### config.mk
export PLATFORM = sky130hd
export DESIGN_NAME = tracker_pattern_bit_packer
export DESIGN_NICKNAME = d
export VERILOG_FILES = /design/src/hw/rtl/tpbp_pkg.sv /design/src/hw/rtl/tpbp_encode.sv /design/src/hw/rtl/tpbp_emit.sv /design/src/hw/rtl/tracker_pattern_bit_packer.sv
export VERILOG_INCLUDE_DIRS = /design/src /design/src/hw/rtl
export SDC_FILE = /design/constraint.sdc
export NUM_CORES = 1
export LEC_CHECK = 0
export BUFFER_PORTS_ARGS = -buffer_cell sky130_fd_sc_hd__buf_2
export CAP_MARGIN = 15
export CORE_ASPECT_RATIO = 0.9
export CORE_UTILIZATION = 55
export DETAILED_ROUTE_END_ITERATION = 8
export HOLD_SLACK_MARGIN = 0.08
export PLACE_DENSITY = 0.75
export SLEW_MARGIN = 20
export SYNTH_ARGS = -nofsm -noshare
export SYNTH_HDL_FRONTEND = slang
export SYNTH_HIERARCHICAL = 1
export SYNTH_SLANG_ARGS = --single-unit
### constraint.sdc
create_clock -name clk_i -period 13.15 [get_ports clk_i]
set_clock_uncertainty 0.15 [all_clocks]
set_input_delay 3.945 -clock clk_i [delete_from_list [all_inputs] [get_ports clk_i]]
set_output_delay 3.945 -clock clk_i [all_outputs]
set_load 0.005 [all_outputs]
### src/hw/rtl/assert_macros.svh
// Assertion macros shared by the packer RTL
`ifndef ASSERT_MACROS_SVH
`define ASSERT_MACROS_SVH

// Same-cycle implication, disabled in reset
`define ASSERT_IMPL(label, clk, rst_n, ante, cons) \
  label: assert property (@(posedge clk) disable iff (!(rst_n)) (ante) |-> (cons)) \
    else $error("assertion failed: label");

// Next-cycle implication, disabled in reset
`define ASSERT_NEXT(label, clk, rst_n, ante, cons) \
  label: assert property (@(posedge clk) disable iff (!(rst_n)) (ante) |=> (cons)) \
    else $error("assertion failed: label");

`endif

### src/hw/rtl/tpbp_pkg.sv
// Package for the tracker pattern bit packer: command codes, widths, effect table
package tpbp_pkg;

  localparam int unsigned CmdW    = 3;
  localparam int unsigned BitsW   = 32;
  localparam int unsigned LenW    = 5;
  localparam int unsigned AccW    = 40;
  localparam int unsigned WordW   = 32;
  localparam int unsigned BeatW   = 3;
  localparam int unsigned InDataW = 72;
  localparam int unsigned OutDataW = 24;

  typedef enum logic [CmdW-1:0] {
    CMD_RESTART = 3'd0,
    CMD_CHUNK   = 3'd1,
    CMD_SONG    = 3'd2,
    CMD_INSTR   = 3'd3,
    CMD_TRACK   = 3'd4,
    CMD_ALIGN   = 3'd5
  } cmd_e;

  typedef struct packed {
    logic [BitsW-1:0] bits;
    logic [LenW-1:0]  len;
  } enc_t;

  typedef struct packed {
    logic [WordW-1:0] word;
    logic [BeatW-1:0] beats;
    logic             has_byte;
  } load_t;

  // Position of an effect character in "0dfijlmtvw~+=", 0 if absent
  function automatic logic [3:0] effect_index(logic [7:0] ch);
    logic [3:0] idx;
    case (ch)
      8'h30:   idx = 4'd0;
      8'h64:   idx = 4'd1;
      8'h66:   idx = 4'd2;
      8'h69:   idx = 4'd3;
      8'h6A:   idx = 4'd4;
      8'h6C:   idx = 4'd5;
      8'h6D:   idx = 4'd6;
      8'h74:   idx = 4'd7;
      8'h76:   idx = 4'd8;
      8'h77:   idx = 4'd9;
      8'h7E:   idx = 4'd10;
      8'h2B:   idx = 4'd11;
      8'h3D:   idx = 4'd12;
      default: idx = 4'd0;
    endcase
    return idx;
  endfunction

endpackage

### src/hw/rtl/tpbp_encode.sv
// Record formatter: turns one record into an LSB-first bit string and its length
module tpbp_encode (
  input  tpbp_pkg::cmd_e cmd_i,
  input  logic [15:0]    chunk_data_i,
  input  logic [4:0]     chunk_width_i,
  input  logic [7:0]     pattern_i,
  input  logic [7:0]     transpose_i,
  input  logic [6:0]     note_i,
  input  logic [7:0]     instrument_i,
  input  logic [7:0]     effect_char_i,
  input  logic [7:0]     effect_param_i,
  input  logic [2:0]     pend_cnt_i,
  output tpbp_pkg::enc_t enc_o
);

  logic [3:0]                 idx;
  logic [4:0]                 width;
  logic                       f_note;
  logic                       f_ins;
  logic                       f_eff;
  logic                       f_tr;
  logic [tpbp_pkg::LenW-1:0]  pos;
  logic [tpbp_pkg::BitsW-1:0] bits;

  assign idx    = tpbp_pkg::effect_index(effect_char_i);
  assign width  = (chunk_width_i > 5'd16) ? 5'd16 : chunk_width_i;
  assign f_note = (note_i != 7'd0);
  assign f_ins  = (instrument_i != 8'd0);
  assign f_eff  = (idx != 4'd0);
  // song entry flag bit
  assign f_tr   = (transpose_i != 8'd0);

  always_comb begin
    bits = '0;
    pos  = '0;
    unique case (cmd_i)
      tpbp_pkg::CMD_CHUNK: begin
        bits = tpbp_pkg::BitsW'(chunk_data_i & ~(16'hFFFF << width));
        pos  = width;
      end
      tpbp_pkg::CMD_SONG: begin
        bits = tpbp_pkg::BitsW'({pattern_i[5:0], f_tr});
        pos  = 5'd7;
        if (f_tr) begin
          bits = bits | (tpbp_pkg::BitsW'(transpose_i[3:0]) << 7);
          pos  = 5'd11;
        end
      end
      tpbp_pkg::CMD_INSTR: begin
        bits = tpbp_pkg::BitsW'({effect_param_i, 4'd0, idx});
        pos  = 5'd16;
      end
      tpbp_pkg::CMD_TRACK: begin
        bits = tpbp_pkg::BitsW'({f_eff, f_ins, f_note});
        pos  = 5'd3;
        if (f_note) begin
          bits = bits | (tpbp_pkg::BitsW'(note_i) << pos);
          pos  = pos + 5'd7;
        end
        if (f_ins) begin
          bits = bits | (tpbp_pkg::BitsW'(instrument_i[3:0]) << pos);
          pos  = pos + 5'd4;
        end
        if (f_eff) begin
          bits = bits | (tpbp_pkg::BitsW'({effect_param_i, idx}) << pos);
          pos  = pos + 5'd12;
        end
      end
      tpbp_pkg::CMD_ALIGN: begin
        pos = tpbp_pkg::LenW'(3'(3'd0 - pend_cnt_i));
      end
      default: begin
        bits = '0;
        pos  = '0;
      end
    endcase
  end

  assign enc_o.bits = bits;
  assign enc_o.len  = pos;

endmodule

### src/hw/rtl/tpbp_emit.sv
// Result register: holds up to four completed bytes and sends them one per cycle while the receiver is ready
`include "assert_macros.svh"

module tpbp_emit #(
  parameter int unsigned OFFSET_BITS = 16
) (
  input  logic                   clk_i,
  input  logic                   rst_ni,
  input  logic                   load_i,
  input  tpbp_pkg::load_t        load_data_i,
  input  logic [OFFSET_BITS-1:0] load_off_i,
  output logic                   load_ready_o,
  output logic                   m_tvalid_o,
  input  logic                   m_tready_i,
  output logic [7:0]             m_byte_o,
  output logic [15:0]            m_off_o,
  output logic                   m_has_o,
  output logic                   m_last_o
);

  logic                        valid_q, valid_d;
  logic [tpbp_pkg::WordW-1:0]  word_q, word_d;
  logic [tpbp_pkg::BeatW-1:0]  beats_q, beats_d;
  logic                        has_q, has_d;
  logic [OFFSET_BITS-1:0]      off_q, off_d;
  logic [OFFSET_BITS+15:0]     off_ext;
  logic                        xfer;
  logic                        final_beat;

  assign xfer         = valid_q && m_tready_i;
  assign final_beat   = (beats_q == 3'd1);
  assign load_ready_o = !valid_q || (m_tready_i && final_beat);

  always_comb begin
    valid_d = valid_q;
    word_d  = word_q;
    beats_d = beats_q;
    has_d   = has_q;
    off_d   = off_q;
    if (load_i) begin
      valid_d = 1'b1;
      word_d  = load_data_i.word;
      beats_d = load_data_i.beats;
      has_d   = load_data_i.has_byte;
      off_d   = load_off_i;
    end else if (xfer) begin
      if (final_beat) begin
        valid_d = 1'b0;
      end
      word_d  = word_q >> 8;
      beats_d = beats_q - 3'd1;
      off_d   = off_q + OFFSET_BITS'(1);
    end
  end

  always_ff @(posedge clk_i or negedge rst_ni) begin
    if (!rst_ni) begin
      valid_q <= 1'b0;
      beats_q <= '0;
    end else begin
      valid_q <= valid_d;
      beats_q <= beats_d;
    end
  end

  always_ff @(posedge clk_i) begin
    word_q <= word_d;
    has_q  <= has_d;
    off_q  <= off_d;
  end

  assign off_ext    = {16'd0, off_q};
  assign m_tvalid_o = valid_q;
  assign m_byte_o   = word_q[7:0];
  assign m_off_o    = off_ext[15:0];
  assign m_has_o    = has_q;
  assign m_last_o   = final_beat;

  `ASSERT_IMPL(a_beats_range, clk_i, rst_ni, valid_q, (beats_q != 3'd0) && (beats_q <= 3'd4))
  `ASSERT_IMPL(a_empty_single, clk_i, rst_ni, valid_q && !has_q, final_beat && (word_q[7:0] == 8'd0))
  `ASSERT_IMPL(a_load_free, clk_i, rst_ni, load_i, load_ready_o)
  `ASSERT_NEXT(a_more_beats, clk_i, rst_ni, xfer && !final_beat && !load_i, valid_q)

endmodule

### src/hw/rtl/tracker_pattern_bit_packer.sv
// Top level of the tracker pattern bit packer: input register, bit accumulator, output
//
// Input stream (s_axis): one record per transfer, command in tuser, fields in tdata.
// Output stream (m_axis): one completed byte per transfer, with the running byte
// offset in tdata, has_byte in tuser and tlast on the final byte of a record.
// A record is held in an input register, merged with the pending partial byte
// there and loaded into the result register once that register can take it; its
// first byte is then offered from the result register. A record yields zero to four
// bytes (four at most, for a track line); the result register sends one per cycle
// while the receiver is ready. The next record waits in the input register while
// the last byte of the previous one is taken. Records that yield nothing do not
// wait for the result register.
// Align emits the padded partial byte, or a single has_byte=0 result when no
// bits are pending. Restart clears the pending byte and the offset.
// Reset clears pending state, offset and both valid flags; no clearing pass.
// When the receiver stalls, the current byte holds and the input side fills its
// register and then drops tready.
module tracker_pattern_bit_packer #(
  parameter int unsigned OFFSET_BITS = 16
) (
  input  logic        clk_i,
  input  logic        rst_ni,
  input  logic        s_axis_tvalid_i,
  output logic        s_axis_tready_o,
  // chunk_data, chunk_width, pattern, transpose, note, instrument,
  // effect_char, effect_param, zero pad
  input  logic [71:0] s_axis_tdata_i,
  // command
  input  logic [2:0]  s_axis_tuser_i,
  output logic        m_axis_tvalid_o,
  input  logic        m_axis_tready_i,
  // data_byte, offset
  output logic [23:0] m_axis_tdata_o,
  // has_byte
  output logic        m_axis_tuser_o,
  output logic        m_axis_tlast_o
);

  logic                          in_valid_q, in_valid_d;
  logic [tpbp_pkg::InDataW-1:0]  in_data_q;
  logic [2:0]                    in_user_q;
  logic [7:0]                    pend_bits_q, pend_bits_d;
  logic [2:0]                    pend_cnt_q, pend_cnt_d;
  logic [OFFSET_BITS-1:0]        boff_q, boff_d;

  tpbp_pkg::cmd_e                cmd;
  tpbp_pkg::enc_t                enc;
  tpbp_pkg::load_t               load_data;
  logic [tpbp_pkg::AccW-1:0]     acc;
  logic [tpbp_pkg::AccW-1:0]     rest;
  logic [5:0]                    total;
  logic [2:0]                    nbytes;
  logic                          empty_align;
  logic                          do_emit;
  logic                          load_ready;
  logic                          consume;
  logic [OFFSET_BITS-1:0]        load_off;
  logic [7:0]                    m_byte;
  logic [15:0]                   m_off;

  assign cmd = tpbp_pkg::cmd_e'(in_user_q);

  tpbp_encode u_encode (
    .cmd_i          (cmd),
    .chunk_data_i   (in_data_q[15:0]),
    .chunk_width_i  (in_data_q[20:16]),
    .pattern_i      (in_data_q[28:21]),
    .transpose_i    (in_data_q[36:29]),
    .note_i         (in_data_q[43:37]),
    .instrument_i   (in_data_q[51:44]),
    .effect_char_i  (in_data_q[59:52]),
    .effect_param_i (in_data_q[67:60]),
    .pend_cnt_i     (pend_cnt_q),
    .enc_o          (enc)
  );

  assign acc    = {32'd0, pend_bits_q} | ({8'd0, enc.bits} << pend_cnt_q);
  assign total  = {3'd0, pend_cnt_q} + {1'b0, enc.len};
  assign nbytes = total[5:3];
  assign rest   = acc >> {nbytes, 3'd0};

  assign empty_align = (cmd == tpbp_pkg::CMD_ALIGN) && (pend_cnt_q == 3'd0);
  assign do_emit     = (nbytes != 3'd0) || empty_align;
  assign consume     = in_valid_q && (!do_emit || load_ready);

  assign load_data.word     = acc[tpbp_pkg::WordW-1:0];
  assign load_data.beats    = empty_align ? 3'd1 : nbytes;
  assign load_data.has_byte = !empty_align;
  assign load_off           = empty_align ? boff_q : boff_q + OFFSET_BITS'(1);

  assign s_axis_tready_o = !in_valid_q || consume;

  always_comb begin
    in_valid_d  = in_valid_q;
    pend_bits_d = pend_bits_q;
    pend_cnt_d  = pend_cnt_q;
    boff_d      = boff_q;
    if (consume) begin
      in_valid_d = 1'b0;
      if (cmd == tpbp_pkg::CMD_RESTART) begin
        pend_bits_d = '0;
        pend_cnt_d  = '0;
        boff_d      = '0;
      end else begin
        pend_bits_d = rest[7:0];
        pend_cnt_d  = total[2:0];
        boff_d      = boff_q + OFFSET_BITS'(nbytes);
      end
    end
    if (s_axis_tvalid_i && s_axis_tready_o) begin
      in_valid_d = 1'b1;
    end
  end

  always_ff @(posedge clk_i or negedge rst_ni) begin
    if (!rst_ni) begin
      in_valid_q  <= 1'b0;
      pend_bits_q <= '0;
      pend_cnt_q  <= '0;
      boff_q      <= '0;
    end else begin
      in_valid_q  <= in_valid_d;
      pend_bits_q <= pend_bits_d;
      pend_cnt_q  <= pend_cnt_d;
      boff_q      <= boff_d;
    end
  end

  always_ff @(posedge clk_i) begin
    if (s_axis_tvalid_i && s_axis_tready_o) begin
      in_data_q <= s_axis_tdata_i;
      in_user_q <= s_axis_tuser_i;
    end
  end

  tpbp_emit #(
    .OFFSET_BITS (OFFSET_BITS)
  ) u_emit (
    .clk_i        (clk_i),
    .rst_ni       (rst_ni),
    .load_i       (consume && do_emit),
    .load_data_i  (load_data),
    .load_off_i   (load_off),
    .load_ready_o (load_ready),
    .m_tvalid_o   (m_axis_tvalid_o),
    .m_tready_i   (m_axis_tready_i),
    .m_byte_o     (m_byte),
    .m_off_o      (m_off),
    .m_has_o      (m_axis_tuser_o),
    .m_last_o     (m_axis_tlast_o)
  );

  assign m_axis_tdata_o = {m_off, m_byte};

endmodule

# [Yosys cells after proc, flatten, opt, wreduce, memory -nomap -nowiden]
# Index checks and enable logic that the tools add are counted.
[word_totals] register_bits=152 input_bits=79 out_inout_bits=28
[classes] addsub=8 magnitude_cmp=1 n_eq_ne=18 shift=5 muxes=32 bitwise_logic=7 reduce_logical=25
[ops] op="2-to-1 mux 32 bit" n=7
[ops] op="one-hot mux 32 bit (4 select lines)" n=1
[ops] op="equality test 8 x 7 -> 1 bit, second input constant" n=10
[ops] op="2-to-1 mux 16 bit" n=4
[ops] op="OR 32 bit" n=2
[ops] op="one-hot mux 4 bit (12 select lines)" n=1
[ops] op="OR 8 x 40 -> 40 bit" n=1
[ops] op="left shift 32 x 3 -> 40 bit" n=1
[ops] op="right shift 40 x 6 -> 8 bit" n=1
[ops] op="adder 16 x 1 -> 16 bit, second input constant" n=2
[ops] op="AND 16 x 32 -> 32 bit" n=1
[ops] op="NOT 32 bit" n=1
[ops] op="left shift 12 x 5 -> 32 bit" n=1
[ops] op="left shift 16 x 5 -> 32 bit, first input constant" n=1
[ops] op="left shift 4 x 5 -> 32 bit" n=1
[ops] op="2-to-1 mux 5 bit" n=5
[ops] op="one-hot mux 5 bit (5 select lines)" n=1
[ops] op="adder 16 x 3 -> 16 bit" n=1
[ops] op="equality test 8 x 6 -> 1 bit, second input constant" n=2
[ops] op="nonzero test 8 bit" n=2
[ops] op="2-to-1 mux 3 bit" n=4
[ops] op="2-to-1 mux 11 bit" n=1
[ops] op="OR 7 x 11 -> 11 bit" n=1
[ops] op="OR 3 x 10 -> 10 bit" n=1
[ops] op="21 further kinds" n=43

# [Depth between registers and ports, before layout]
[depth] depth_word=18 ltp_mapped=21 depth_no_buf=19

# [Hierarchy]
# The synthesis kept the hierarchy.
[by_module_without_submodules] mod="tracker_pattern_bit_packer" n_inst=1 cells_each=521 area_per_inst_um2=5898.2
[by_module_without_submodules] mod="tpbp_emit" n_inst=1 cells_each=193 area_per_inst_um2=2573.7
[by_module_without_submodules] mod="tpbp_encode" n_inst=1 cells_each=259 area_per_inst_um2=1530.2

# [Least setup slack after synthesis]
# No wires, ideal clock.
[synth_path] path_type="input port to output port" startpoint="input port m_axis_tready_i" endpoint="output port s_axis_tready_o" arrival_ps=4235 t_required_ps=9055 setup_slack_ps=4820 cell_stages=4 cell_sequence="nand2_1 -> nand2_1 -> nor2_1 -> nand2_1"
[synth_between] elab_chain_len=5
[synth_lines] element="start: declaration" line_no="tracker_pattern_bit_packer.sv:31" rtl="input logic m_axis_tready_i,"
[synth_lines] element="logical AND 1 bit" line_no="tpbp_emit.sv:32" rtl="assign load_ready_o = !valid_q || (m_tready_i && final_beat);"
[synth_lines] element="logical OR 1 bit" line_no="tpbp_emit.sv:32"
[synth_lines] element="net load_ready" line_no="tracker_pattern_bit_packer.sv:55" rtl="logic load_ready;"
[synth_lines] element="logical OR 1 bit" line_no="tracker_pattern_bit_packer.sv:84" rtl="assign consume = in_valid_q && (!do_emit || load_ready);"
[synth_lines] element="logical AND 1 bit" line_no="tracker_pattern_bit_packer.sv:84"
[synth_lines] element="logical OR 1 bit" line_no="tracker_pattern_bit_packer.sv:91" rtl="assign s_axis_tready_o = !in_valid_q || consume;"
[synth_lines] element="end: declaration" line_no="tracker_pattern_bit_packer.sv:24" rtl="output logic s_axis_tready_o,"
# The timed path passes the listed nets, and every way through them passes these cells.

==> impl_metrics.toml <==
[power]
clockPowerShare_pct = 20.6
powerDensity_mw_per_mm2 = 220
power_switching_uw = 991
irDropWorstVdd_uv = 145
swShare_pct = 40.8
comb_power_share_pct = 44.5
p_int_uw = 1440
seq_power_share_pct = 35.0
p_leak_uw = 0.00428

[drt]
drt_wl_total_um = 24800
drtAntennaViolNets = 0
route.detailed.drc = 0
wl_per_cell_um = 19.3
vias = 7949
viasPerCell = 6.20
drt_first_pass_iters = 5
drt-initial-drc-count = 1119

[setup_path]
critical_path_required_ps = 9050
critical_path.startpoint_type = "register"
path_delay_family = "simple AND/OR/NAND/NOR gates"
slowest_delay_ps = 710
worstSetupPathType = "register to output pin"
worstSetupStartpoint = "in_data_q[40]"
rr_startpoint = "in_data_q[40]"
cp_cell_sequence = "or4_1, or4_1, inv_2, ha_1, mux2_2, o211ai_1, and3b_1, a211oi_1, nor4_1, nor2_1, nand2_1, buf_2"
cp_data_arrival_time_ps = 4880
crit_fanout = 22
critical_path_buf_inv_count = 2
slowest_stage = "or4_1"
r2r_end = "boff_q[8]"
reg2reg_slack_ps = 7050
worst_setup_path_end_kind = "output pin"
cp_common_cell = "or4_1"
r2r_cells = 17

[finish]
final_common_cell = "nand2_1"
diodes = 0
final_layout_size_suffix_gt1_share_pct = 22.7
fin_nets = 1123
fin_cells = 1283
area_growth_pct = 11.2
layout_common_cells = "130 x nand2_1, 118 x edfxtp_1, 100 x buf_2"
fin_area_mm2 = 0.0111
fillers = 1426
multi_input_area_mm2 = 0.00513
layout.area.seq_mm2 = 0.00435

[sta]
slew_headroom_pct = 27.7
finalHoldViolations = 0
tightest_slew_ps = 1080
tns_ps = 0
grt_setup_unrepaired = "false"
max_freq_mhz = 111
period_share_pct = 68.2
period_minus_slack_ps = 8970
hold_ws_ps = 330
final-max-slew-violation-count = 0
setup_violations = 0
fin_ws_ps = 4180

[clock_network]
hold_buffers = 0
cts_setup_buffers = 0
postCtsResizedCells = 0
path_clk_slew_ps = 80
cts_tree = "done"
htreeDepth = 4
clkLatencyLatePin_ps = 440
cts_buffers = 17
cts_root_buf = "clkbuf_16"
clock_sinks = 150
clock_path_buffers = 2

[floorplanning]
die_w_um = 144
io_pins = 107
coreArea_mm2 = 0.0177
row_count = 46
start_util_pct = 56.3
die_area_mm2 = 0.0186
fp.dieH_um = 130

[placed_design]
portBuffers = 100
dp_hpwl_um = 17300
dpl-instance-area_mm2 = 0.0104
dp.cells = 1251
gp_congestion = 0.947
dp_slack_ps = 4510

[global_routing]
grt_pass1_vias = 7260
met2_usage_pct = 41.0
use_met3_pct = 5.76
antenna_found_initial = 0
met1_usage_pct = 41.4
grt.busiest_layer = "met1"
grt_pass1_wl_um = 39500
overflow = 0
grt_max_degree = 73
grtUsageTotal_pct = 28.0

[yosys]
syn_inst = 971
avgSynthCellArea_um2 = 10.2
synth_area_mm2 = 0.00994
yosys_warnings = 6

[job]
maxCapViolations = 0

[run_status]
outcome = "completed"

[min_path]
hold_path.class = "register to register"
holdPathEnd = "pend_bits_q[1]"
holdPathStages = 2
min_from = "pend_bits_q[1]"
-- power groups by stage --
| stage | Combinational (µW) | Sequential (µW) | Clock, µW |
|---|---|---|---|
| finish | 1080 | 850 | 499 |
| global route | 1180 | 870 | 523 |
| CTS | 1060 | 849 | 507 |
| detailed placement | 1050 | 858 | 0 |
| global placement | 1040 | 853 | 0 |
| floorplan | 848 | 828 | 0 |
-- metal layers --
layer	wire, µm	vias up
met2	10900	388
li1	-	3715
met5	0	-
met3	2170	41
met4	481	0
met1	11200	3805
-- stage by stage --
stage          power, µW  util, %
5_1_grt             2570     62.5
4_1_cts             2420     62.5
3_3_place_gp        1900     59.1
6_report            2430     62.5
2_1_floorplan       1680        -
3_5_place_dp        1910     59.1
-- sequential cells by signal, summed over array words and instances, names as in the netlist --
register / count
u_emit/m_tvalid_o: 1
pend_cnt_q: 3
boff_q: 16
pend_bits_q: 8
in_data_q: 66
u_emit/word_q: 32
in_valid_q: 1
u_emit/m_has_o: 1
cmd: 3
u_emit/beats_q: 3
u_emit/m_off_o: 16
-- how the worst max path moves through the flow --
| stage | end | slack (ps) | cells after the start |
|---|---|---|---|
| final | s_axis_tready_o | 4180 | 12 |
| after global routing | s_axis_tready_o | 3850 | 12 |
| after CTS | s_axis_tready_o | 4220 | 12 |
| after detailed placement | s_axis_tready_o | 4510 | 6 |
| after global placement | s_axis_tready_o | 4500 | 6 |
| after floorplan | s_axis_tready_o | 4820 | 4 |
-- worst reg2reg max path: cells and delay by family, from the launching register on --
kind                       cells  cell delay (ps)
and+or+nand+nor                7             2290
DFF                            1              430
xor gates and xnor gates       1              150
adders and majority gates      3             1030
buffers and inverters          2              740
AOI/OAI and AO/OA              3              890
muxes                          1              260
-- layout make-up --
class / count / share of cell area, %
multi-input combinational: 731 / 46.5
inverter: 19 / 0.645
sequential: 150 / 39.3
tap: 240 / 2.72
clock inverter: 15 / 1.73
timing repair buffer: 111 / 5.28
clock buffer: 17 / 3.85
(Power assumes the default switching activity.)
